### config.mk
export PLATFORM = sky130hd
export DESIGN_NAME = i2c_register_read_master_unit
export DESIGN_NICKNAME = d
export VERILOG_FILES = /design/src/design/i2crm_pkg.sv /design/src/design/i2crm_sequencer.sv /design/src/design/i2c_register_read_master_unit.sv
export SDC_FILE = /design/constraint.sdc
export NUM_CORES = 1
export LEC_CHECK = 0
export BUFFER_PORTS_ARGS = -buffer_cell sky130_fd_sc_hd__buf_2
export CAP_MARGIN = 20
export CORE_MARGIN = 4
export CORE_UTILIZATION = 45
export DETAILED_ROUTE_END_ITERATION = 6
export SLEW_MARGIN = 30
export SYNTH_ARGS = -nofsm -noshare
export SYNTH_HDL_FRONTEND = slang
export SYNTH_HIERARCHICAL = 1
export SYNTH_SLANG_ARGS = --single-unit
### constraint.sdc
create_clock -name clock -period 13.8 [get_ports clock]
set_input_delay 0.69 -clock clock [delete_from_list [all_inputs] [get_ports clock]]
set_output_delay 0.69 -clock clock [all_outputs]
set_load 0.05 [all_outputs]
### src/design/i2crm_pkg.sv
// Shared types and constants of the I2C register read master.
package i2crm_pkg;

   localparam int unsigned CMD_W    = 2;
   localparam int unsigned ADDR_W   = 7;
   localparam int unsigned REG_W    = 8;
   localparam int unsigned PERIOD_W = 16;
   localparam int unsigned RESULT_W = 13;
   localparam int unsigned CSR_IDX_W = 2;

   // Command codes carried on the request channel.
   localparam logic [CMD_W-1:0] CMD_TICK    = 2'd0;
   localparam logic [CMD_W-1:0] CMD_READ    = 2'd1;
   localparam logic [CMD_W-1:0] CMD_MEASURE = 2'd2;

   // Configuration register indexes.
   localparam logic [CSR_IDX_W-1:0] CSR_DEVICE_ADDRESS = 2'd0;
   localparam logic [CSR_IDX_W-1:0] CSR_SCCB_MODE      = 2'd1;
   localparam logic [CSR_IDX_W-1:0] CSR_HALF_PERIOD    = 2'd2;

   localparam logic [ADDR_W-1:0]   DEVICE_ADDRESS_RESET = 7'd82;
   localparam logic [PERIOD_W-1:0] HALF_PERIOD_RESET    = 16'd400;

   // x / 10 == (x * 0xCCCD) >> 19 for every 16-bit x.
   localparam logic [15:0] DIV10_MULT  = 16'hCCCD;
   localparam int unsigned DIV10_SHIFT = 19;

   typedef struct packed {
      logic [ADDR_W-1:0]   device_address;
      logic                sccb_mode;
      logic [PERIOD_W-1:0] half_period;
   } cfg_type;

   typedef struct packed {
      logic                scl_low;
      logic                sda_low;
      logic                busy_res;
      logic                done_res;
      logic [RESULT_W-1:0] result_value;
   } line_type;

endpackage

### src/design/i2crm_sequencer.sv
// Bus step sequencer: holds the transaction state and works out one tick per item.
module i2crm_sequencer (
   input  logic                          clock,
   input  logic                          reset,
   input  logic                          step_en,
   input  logic [i2crm_pkg::CMD_W-1:0]   cmd,
   input  logic [i2crm_pkg::REG_W-1:0]   reg_addr,
   input  logic                          sda_in,
   input  i2crm_pkg::cfg_type            cfg,
   output i2crm_pkg::line_type           line
);

   typedef enum logic [4:0] {
      S_IDLE, S_ST_A, S_ST_B, S_TX_A, S_TX_B, S_AK_A, S_AK_B, S_AK_C,
      S_SP_A, S_SP_B, S_SP_C, S_RD_A, S_RD_B, S_RD_C, S_RD_D, S_RD_E,
      S_NK_A, S_NK_B, S_NK_C
   } step_type;

   step_type                              step_ff, step_in;
   logic [i2crm_pkg::PERIOD_W-1:0]        hold_ff, hold_in;
   logic [3:0]                            bit_ff, bit_in;
   logic [7:0]                            shift_ff, shift_in;
   logic [7:0]                            first_ff, first_in;
   logic [i2crm_pkg::CMD_W-1:0]           active_ff, active_in;
   logic [i2crm_pkg::REG_W-1:0]           latched_ff, latched_in;
   logic [i2crm_pkg::RESULT_W-1:0]        result_ff, result_in;
   logic [1:0]                            byte_ff, byte_in;

   logic [i2crm_pkg::PERIOD_W-1:0]        hp;
   logic [7:0]                            tx_byte;
   logic                                  tx_bit;
   logic [31:0]                           product;
   logic                                  scl_l, sda_l, done;

   assign hp      = (cfg.half_period == '0) ? i2crm_pkg::PERIOD_W'(1) : cfg.half_period;
   assign product = {first_ff, shift_ff} * i2crm_pkg::DIV10_MULT;

   always_comb begin
      step_in    = step_ff;
      hold_in    = hold_ff;
      bit_in     = bit_ff;
      shift_in   = shift_ff;
      first_in   = first_ff;
      active_in  = active_ff;
      latched_in = latched_ff;
      result_in  = result_ff;
      byte_in    = byte_ff;
      scl_l      = 1'b0;
      sda_l      = 1'b0;
      done       = 1'b0;
      tx_byte    = 8'h00;
      tx_bit     = 1'b0;

      // A command starts a transaction only from idle.
      if (step_ff == S_IDLE && (cmd == i2crm_pkg::CMD_READ || cmd == i2crm_pkg::CMD_MEASURE))
      begin
         active_in  = cmd;
         latched_in = (cmd == i2crm_pkg::CMD_READ) ? reg_addr : '0;
         byte_in    = 2'd0;
         bit_in     = 4'd0;
         shift_in   = 8'h00;
         hold_in    = '0;
         step_in    = S_ST_A;
      end

      if (step_in != S_IDLE) begin
         case (byte_in)
            2'd0:    tx_byte = {cfg.device_address, 1'b0};
            2'd1:    tx_byte = latched_in;
            default: tx_byte = {cfg.device_address, 1'b1};
         endcase
         tx_bit = tx_byte[~bit_in[2:0]];

         case (step_in)
            S_ST_A: begin scl_l = 1'b0; sda_l = 1'b0;       end
            S_ST_B: begin scl_l = 1'b0; sda_l = 1'b1;       end
            S_TX_A: begin scl_l = 1'b1; sda_l = ~tx_bit;    end
            S_TX_B: begin scl_l = 1'b0; sda_l = ~tx_bit;    end
            S_AK_A: begin scl_l = 1'b1; sda_l = 1'b0;       end
            S_AK_B: begin scl_l = 1'b0; sda_l = 1'b0;       end
            S_AK_C: begin scl_l = 1'b1; sda_l = ~tx_byte[0]; end
            S_SP_A: begin scl_l = 1'b1; sda_l = 1'b1;       end
            S_SP_B: begin scl_l = 1'b0; sda_l = 1'b1;       end
            S_RD_B: begin scl_l = (bit_in == 4'd0); sda_l = 1'b0; end
            S_RD_D, S_NK_B, S_SP_C: begin scl_l = 1'b0; sda_l = 1'b0; end
            default: begin scl_l = 1'b1; sda_l = 1'b0;      end
         endcase

         hold_in = hold_in + 1'b1;
         if (hold_in >= hp || hold_in == '0) begin
            hold_in = '0;
            case (step_in)
               S_ST_A: step_in = S_ST_B;
               S_ST_B: begin bit_in = 4'd0; step_in = S_TX_A; end
               S_TX_A: step_in = S_TX_B;
               S_TX_B: begin
                  bit_in  = bit_in + 1'b1;
                  step_in = (bit_in < 4'd8) ? S_TX_A : S_AK_A;
               end
               S_AK_A: step_in = S_AK_B;
               S_AK_B, S_AK_C: begin
                  // A low acknowledge costs one extra low-clock hold first.
                  if (step_in == S_AK_B && !sda_in) begin
                     step_in = S_AK_C;
                  end else if (byte_in == 2'd0) begin
                     byte_in = 2'd1; bit_in = 4'd0; step_in = S_TX_A;
                  end else if (byte_in == 2'd1) begin
                     if (cfg.sccb_mode && active_in == i2crm_pkg::CMD_READ) begin
                        step_in = S_SP_A;
                     end else begin
                        byte_in = 2'd2; step_in = S_ST_A;
                     end
                  end else begin
                     byte_in = 2'd3; bit_in = 4'd0; step_in = S_RD_A;
                  end
               end
               S_SP_A: step_in = S_SP_B;
               S_SP_B: step_in = S_SP_C;
               S_SP_C: begin
                  if (byte_in == 2'd1) begin
                     byte_in = 2'd2; step_in = S_ST_A;
                  end else if (active_in == i2crm_pkg::CMD_MEASURE && latched_in == '0) begin
                     // First half of a measurement done: fetch the low byte.
                     first_in   = shift_in;
                     latched_in = i2crm_pkg::REG_W'(1);
                     byte_in    = 2'd0;
                     bit_in     = 4'd0;
                     shift_in   = 8'h00;
                     hold_in    = '0;
                     step_in    = S_ST_A;
                  end else begin
                     if (active_in == i2crm_pkg::CMD_MEASURE) begin
                        result_in = product[i2crm_pkg::DIV10_SHIFT +: i2crm_pkg::RESULT_W];
                     end else begin
                        result_in = i2crm_pkg::RESULT_W'(shift_in);
                     end
                     step_in = S_IDLE;
                     done    = 1'b1;
                  end
               end
               S_RD_A: step_in = S_RD_B;
               S_RD_B: step_in = S_RD_C;
               S_RD_C: step_in = S_RD_D;
               S_RD_D: begin
                  shift_in = {shift_in[6:0], sda_in};
                  bit_in   = bit_in + 1'b1;
                  step_in  = (bit_in < 4'd8) ? S_RD_B : S_RD_E;
               end
               S_RD_E: step_in = S_NK_A;
               S_NK_A: step_in = S_NK_B;
               S_NK_B: step_in = S_NK_C;
               S_NK_C: step_in = S_SP_A;
               default: step_in = S_IDLE;
            endcase
         end
         line.busy_res = 1'b1;
      end else begin
         line.busy_res = 1'b0;
      end

      line.scl_low      = scl_l;
      line.sda_low      = sda_l;
      line.done_res     = done;
      line.result_value = result_in;
   end

   always_ff @(posedge clock) begin
      if (reset) begin
         step_ff    <= S_IDLE;
         hold_ff    <= '0;
         bit_ff     <= '0;
         shift_ff   <= '0;
         first_ff   <= '0;
         active_ff  <= '0;
         latched_ff <= '0;
         result_ff  <= '0;
         byte_ff    <= '0;
      end else if (step_en) begin
         step_ff    <= step_in;
         hold_ff    <= hold_in;
         bit_ff     <= bit_in;
         shift_ff   <= shift_in;
         first_ff   <= first_in;
         active_ff  <= active_in;
         latched_ff <= latched_in;
         result_ff  <= result_in;
         byte_ff    <= byte_in;
      end
   end

endmodule

### src/design/i2c_register_read_master_unit.sv
// Top level of the I2C register read master: channels, configuration and pipeline registers.
//
// Each request item is one tick of an open-drain I2C master. The item carries the
// command (tick only, register read, or distance measurement), a register address
// and the sampled SDA level. Every request item yields exactly one response item
// with the SCL and SDA pull-down controls, a busy flag, a done flag and the last
// completed result (a byte, or (high*256+low)/10 for a measurement).
// An item is captured in the input register, the sequencer works it out in one pass of
// logic, and the response lands in the output register. Throughput is one item per cycle
// while the receiver does not stall; the rate is set by the one-pass state update of the
// sequencer, which advances exactly once per item.
// The three configuration registers (device address, SCCB mode, half period) are
// written through the csr_ port, one write per cycle, with no read-back.
// Reset (synchronous, active high) empties both registers, puts the sequencer at
// idle with both lines released and restores the configuration defaults.
// When the receiver stalls, the response item holds in the output register while
// one more request item may still enter the input register; after that req_tready
// drops until the response is taken. No item is lost or repeated.
module i2c_register_read_master_unit (
   input  logic                              clock,
   input  logic                              reset,
   // Request channel.
   input  logic                              req_tvalid,
   output logic                              req_tready,
   input  logic [15:0]                       req_tdata,  // reg_addr[7:0], sda_in[8], zero fill
   input  logic [i2crm_pkg::CMD_W-1:0]       req_tuser,  // command[1:0]
   // Response channel.
   output logic                              rsp_tvalid,
   input  logic                              rsp_tready,
   output logic [15:0]                       rsp_tdata,  // scl_low, sda_low, busy_res,
                                                         // result_value[15:3]
   output logic                              rsp_tuser,  // done_res
   // Configuration write port.
   input  logic                              csr_we,
   input  logic [i2crm_pkg::CSR_IDX_W-1:0]   csr_index,
   input  logic [i2crm_pkg::PERIOD_W-1:0]    csr_wdata
);

   i2crm_pkg::cfg_type               cfg_ff;
   logic                             in_valid_ff;
   logic [i2crm_pkg::CMD_W-1:0]      in_cmd_ff;
   logic [i2crm_pkg::REG_W-1:0]      in_reg_ff;
   logic                             in_sda_ff;
   logic                             rsp_valid_ff;
   i2crm_pkg::line_type              rsp_line_ff;
   i2crm_pkg::line_type              line_in;
   logic                             out_free;
   logic                             advance;

   // The output register can take a new item when empty or being emptied.
   assign out_free   = !rsp_valid_ff || rsp_tready;
   assign advance    = in_valid_ff && out_free;
   assign req_tready = !in_valid_ff || out_free;

   always_ff @(posedge clock) begin
      if (reset) begin
         in_valid_ff           <= 1'b0;
         rsp_valid_ff          <= 1'b0;
         cfg_ff.device_address <= i2crm_pkg::DEVICE_ADDRESS_RESET;
         cfg_ff.sccb_mode      <= 1'b0;
         cfg_ff.half_period    <= i2crm_pkg::HALF_PERIOD_RESET;
      end else begin
         if (req_tready) begin
            in_valid_ff <= req_tvalid;
         end
         if (out_free) begin
            rsp_valid_ff <= in_valid_ff;
         end
         if (csr_we) begin
            unique case (csr_index)
               i2crm_pkg::CSR_DEVICE_ADDRESS:
                  cfg_ff.device_address <= csr_wdata[i2crm_pkg::ADDR_W-1:0];
               i2crm_pkg::CSR_SCCB_MODE:
                  cfg_ff.sccb_mode <= csr_wdata[0];
               i2crm_pkg::CSR_HALF_PERIOD:
                  cfg_ff.half_period <= csr_wdata;
               default: ;
            endcase
         end
      end
   end

   // Payload registers carry no reset.
   always_ff @(posedge clock) begin
      if (req_tvalid && req_tready) begin
         in_cmd_ff <= req_tuser;
         in_reg_ff <= req_tdata[7:0];
         in_sda_ff <= req_tdata[8];
      end
      if (advance) begin
         rsp_line_ff <= line_in;
      end
   end

   i2crm_sequencer u_sequencer (
      .clock    (clock),
      .reset    (reset),
      .step_en  (advance),
      .cmd      (in_cmd_ff),
      .reg_addr (in_reg_ff),
      .sda_in   (in_sda_ff),
      .cfg      (cfg_ff),
      .line     (line_in)
   );

   assign rsp_tvalid = rsp_valid_ff;
   assign rsp_tdata  = {rsp_line_ff.result_value, rsp_line_ff.busy_res,
                        rsp_line_ff.sda_low, rsp_line_ff.scl_low};
   assign rsp_tuser  = rsp_line_ff.done_res;

   // A completed command is always reported on a busy tick.
   a_done_busy: assert property (@(posedge clock) disable iff (reset)
      rsp_valid_ff && rsp_line_ff.done_res |-> rsp_line_ff.busy_res)
      else $error("done reported on an idle tick");

   // Both bus lines are released while no transaction runs.
   a_idle_release: assert property (@(posedge clock) disable iff (reset)
      rsp_valid_ff && !rsp_line_ff.busy_res |-> !rsp_line_ff.scl_low && !rsp_line_ff.sda_low)
      else $error("bus line pulled low while idle");

   // A waiting input item stays while the output side is blocked.
   a_in_hold: assert property (@(posedge clock) disable iff (reset)
      in_valid_ff && !out_free |=> in_valid_ff)
      else $error("input item dropped during a stall");

   // The sequencer only advances when a response slot is free.
   a_no_overrun: assert property (@(posedge clock) disable iff (reset)
      rsp_valid_ff && !rsp_tready |=> rsp_valid_ff && $stable(rsp_line_ff))
      else $error("response overwritten during a stall");

endmodule

# == Word level (Yosys, flattened, before mapping) ==
# Cells that the tools add are included.
# word_totals
regBits,120
latchBits,0
ram_bits,0
mem_bits_ro,0
out_inout_bits,19
word_cells,154
n_memories,0
# classes
n_addsub,2
n_mul,1
div_mod_pow,0
order_cmp,3
n_eq_ne,25
shift,0
n_mux,63
n_bitwise,7
reduce_logical,31
# op_table
cell,n
two-way mux 8 bit,13
case mux 5 bit (17 select lines),1
two-way mux 13 bit,6
two-way mux 16 bit,4
equality test 5 x 4 -> 1 bit (second input constant),8
two-way mux 4 bit,10
zero test 16 bit,2
multiplier 16 x 16 -> 32 bit (second input constant),1
case mux 8 bit (2 select lines),2
two-way mux 5 bit,6
two-way mux 2 bit,11
equality test 5 x 3 -> 1 bit (second input constant),4
adder 16 x 1 -> 16 bit (second input constant),1
>= comparator 16 bit,1
case mux 4 bit (4 select lines),1
equality test 5 bit (second input constant),3
equality test 5 x 2 -> 1 bit (second input constant),2
equality test 2 x 1 -> 1 bit (second input constant),4
zero test 8 bit,1
OR reduction 8 bit,1
equality test 2 bit (second input constant),3
logical AND 1 bit,6
inverter 1 bit,6
AND reduction 2 bit,3
other kinds (21),32

# == Depth between registers and ports, before layout ==
# logic_depth
word_depth,13
depth_mapped,25
ltp_nobuf,21

# == Cells and area by module ==
# The synthesis kept the hierarchy.
# by_module_without_submodules
module,n_inst,cells_each,area_each_um2,seq_area_each_um2
i2crm_sequencer,1,1148,9564.2,1321.3
i2c_register_read_master_unit,1,138,1955.6,1361.3

# == Worst setup path after synthesis ==
# OpenSTA, ideal clock, no wires.
# synth_timing
path_kind,register to register
start,reg u_sequencer.shift_ff[7]
end,"reg rsp_line_ff, in the netlist rsp_tdata[8], data pin"
setup_time_ns,0.152
t_arrival_ns,5.676
setup_slack_ns,7.972
stages_incl_launch_ff,20
path_buffers,0
path_cell_list,dfxtp_1 ha_1 inv_1 fa_1 inv_1 fa_1 fa_1 fa_1 inv_1 fa_1 inv_1 ha_1 and2_1 o31a_1 a311oi_1 a21oi_1 o21a_1 o21ai_0 or3b_2 a31oi_1
# synth_rtl
element,line,source
from (decl),i2crm_sequencer.sv:22,"logic [7:0] shift_ff, shift_in;"
from (signal assigned),i2crm_sequencer.sv:182,shift_ff <= shift_in;
to (signal assigned),i2c_register_read_master_unit.sv:91,rsp_line_ff <= line_in;
to (decl),i2c_register_read_master_unit.sv:45,i2crm_pkg::line_type rsp_line_ff;

==> results_dict.tcl <==
set metrics [dict create \
    syn-cell-area_mm2 0.01152 \
    grt_max_degree 46 \
    drc 0 \
    power.density_mw_per_mm2 69.45 \
    reg2reg_to "rsp_tdata[10]$_DFFE_PP_" \
    hp-class "in2reg" \
    critical_path.max_fanout 9 \
    ir_drop_uv 85.59 \
    vias 9012 \
    drt_iter0_markers 537 \
    root_buffer "clkbuf_16" \
    timing.final.crit_share_pct 50.51 \
    tns_ns 0 \
    dieArea_mm2 0.02822 \
    start_util_pct 45.75 \
    viasPerCell 5.475 \
    hold_violations 0 \
    synth_fp_nets 1556 \
    rsz0062_at_grt "false" \
    cts_tree "done" \
    worstHoldPathCells 1 \
    max-cap-violations 0 \
    synth_edf_count 28 \
    yosysUniqueCellTypes 85 \
    drt_wl_total_um 27060 \
    cp.arrival_ns 7.15 \
    r2r_slack_ns 6.83 \
    cts_hold_buf 0 \
    nNetsFinal 1573 \
    die_height_um 168 \
    syn_inst 1286 \
    tightest_slew_ns 0.9348 \
    whs_endpoint "in_reg_ff[2]$_DFFE_PP_" \
    netlist.area_leader.share_pct 16.29 \
    clk_latency_ns 0.42 \
    rr_startpoint "u_sequencer/shift_ff[7]$_SDFFE_PP0P_" \
    cp-start-kind "register" \
    fp.coreArea_mm2 0.02518 \
    fin_crit_ns 6.970 \
    fmax_mhz 143.5 \
    numCtsBuffers 17 \
    stdcell_area_mm2 0.01252 \
    min_from "req_tdata[2]" \
    max_slew_margin_pct 37.26 \
    synth_common_cells "inv_1 (215), ha_1 (150), dfxtp_1 (92)" \
    yosysWarnings 6 \
    htreeDepth 4 \
    seq_area_frac_synth_pct 23.29 \
    row_count 58 \
    finalWorstSetupSlack_ns 6.830 \
    hpwl_um 21330 \
    drive_gt1_share_pct 9.954 \
    track_usage_pct 19.73 \
    grt_pass1_wl_um 45600 \
    p_leak_nw 6.059 \
    wl_per_cell_um 16.44 \
    reg2reg_depth 19 \
    syn_avg_cell_area_um2 8.958 \
    drv_slew 0 \
    dp_slack_ns 6.778 \
    skew_ns 0.01067 \
    ys_seq_elements 120 \
    place_area_mm2 0.01194 \
    ant_nets 0 \
    grt_overflow 0 \
    synth_ff_type "dfxtp_1" \
    async_reset_ff_share_pct 0 \
    path_class "reg2reg" \
    status "finished, final reports clean" \
    cts_sinks 120 \
    die_w_um 168 \
    post_cts_buffers 0 \
    syn_to_final_growth_pct 8.678 \
    grt_pass1_vias 9092 \
    yosys-top-cells-area "ha_1 (16%), dfxtp_1 (16%), fa_1 (14%)" \
    gp_routability_congestion 0.8733 \
    clk_pin_slew_ns 0.07 \
    crit_path_end_kind "register" \
    synthMostInstantiatedCell "inv_1" \
    worstPathRequired_ns 13.98 \
    setup_viol 0 \
    ctsResizeCount 0 \
    cts_max_path_buffers 2 \
    grt_antenna_before_repair 0 \
    synth_top_area_cell "ha_1" \
    num_antenna_cells 0 \
    firstDrtPassIters 6 \
    portBuffers 52 \
    pin_count 60 \
]
## state kept, by name, indices dropped and copies added, names as in the netlist
signal and count:
rsp_tuser 1, u_sequencer/step_ff 5, u_sequencer/shift_ff 8, u_sequencer/result_ff 13, u_sequencer/byte_ff 2, u_sequencer/bit_ff 4, u_sequencer/hold_ff 16, u_sequencer/active_ff 2
in_cmd_ff 2, rsp_tdata 16, in_reg_ff 8, cfg_ff 24, rsp_tvalid 1, u_sequencer/latched_ff 8, u_sequencer/first_ff 8, in_sda_ff 1
in_valid_ff 1
## layer usage
layer | track usage [%] | up-vias | wire length (um)
met5 | 0 | - | 0
met4 | 6.704 | 0 | 723
met3 | 2.818 | 43 | 1115
met2 | 33.54 | 205 | 13020
met1 | 25.83 | 4323 | 12200
li1 | - | 4441 | -
## final cells by class
cell class	instances	area, um^2
Clock inverter	15	151.4
Tap cell	330	412.9
Sequential cell	120	2683
Clock buffer	17	425.4
Timing Repair Buffer	60	320.3
Multi-Input combinational cell	888	7716
Inverter	216	810.8
Fill cell	2416	12660
## logic make-up (layout without fill, tap and decap cells)
group	Yosys count	count (layout)	synth area share (%)
AOI/OAI and AO/OA	234	234	13.98
DFF	120	120	23.29
and+or+nand+nor	347	347	16.34
adders and majority gates	229	229	30.02
buffers and inverters	278	308	9.732
muxes	47	47	4.290
xor gates and xnor gates	31	31	2.357
## metrics by stage
stage | hold slack (ns) | std cells | utilization (%) | total power [mW]
detailed placement | 0.4555 | 1614 | 47.43 | 0.4485
CTS | 0.4239 | 1646 | 49.72 | 0.8781
global placement | 0.4419 | 1614 | 47.43 | 0.4479
floorplan | 0.4319 | 1286 | - | 0.4262
finish | 0.4414 | 1646 | 49.72 | 0.8695
global route | 0.4291 | 1646 | 49.72 | 0.8997
## worst max-delay path by stage
stage | slack, ns | endpoint | start
2_1_floorplan | 7.97 | rsp_tdata[8]$_DFFE_PP_ | u_sequencer/shift_ff[7]$_SDFFE_PP0P_
3_3_place_gp | 6.82 | rsp_tdata[10]$_DFFE_PP_ | u_sequencer/shift_ff[7]$_SDFFE_PP0P_
3_5_place_dp | 6.78 | rsp_tdata[10]$_DFFE_PP_ | u_sequencer/shift_ff[7]$_SDFFE_PP0P_
4_1_cts | 6.75 | rsp_tdata[10]$_DFFE_PP_ | u_sequencer/shift_ff[7]$_SDFFE_PP0P_
5_1_grt | 6.50 | rsp_tdata[10]$_DFFE_PP_ | u_sequencer/shift_ff[7]$_SDFFE_PP0P_
6_report | 6.83 | rsp_tdata[10]$_DFFE_PP_ | u_sequencer/shift_ff[7]$_SDFFE_PP0P_
## power breakdown
| part | total, mW | switching [mW] | internal (mW) |
|---|---|---|---|
| registers | 0.372 | 0.00477 | 0.367 |
| logic | 0.0690 | 0.0481 | 0.0210 |
| clock network | 0.429 | 0.189 | 0.240 |
## critical path, cell delays in order, from the launching register on
cell and delay (ns):
dfxtp_1 0.66, ha_1 0.25, inv_1 0.11, fa_1 0.55
inv_1 0.05, fa_1 0.50, fa_1 0.52, fa_1 0.56
inv_1 0.06, fa_1 0.54, inv_1 0.05, ha_1 0.33
and2_1 0.19, o31a_1 0.29, a311oi_1 0.77, nand2_1 0.31
a21oi_1 0.35, xor2_1 0.23, a21oi_1 0.12, mux2_2 0.29
## placed cells by master (no fill, tap or decap), types with 34 or more instances in the layout
master,netlist,routed
a21oi_1,68,68
buf_2,14,52
dfxtp_1,92,92
fa_1,79,79
ha_1,150,150
inv_1,215,215
mux2i_1,37,37
nand2_1,77,77
nand2b_1,42,42
nand3_1,41,41
nor2_1,56,56
o21ai_0,34,34
Note: power is estimated with default switching activity, not from simulation.
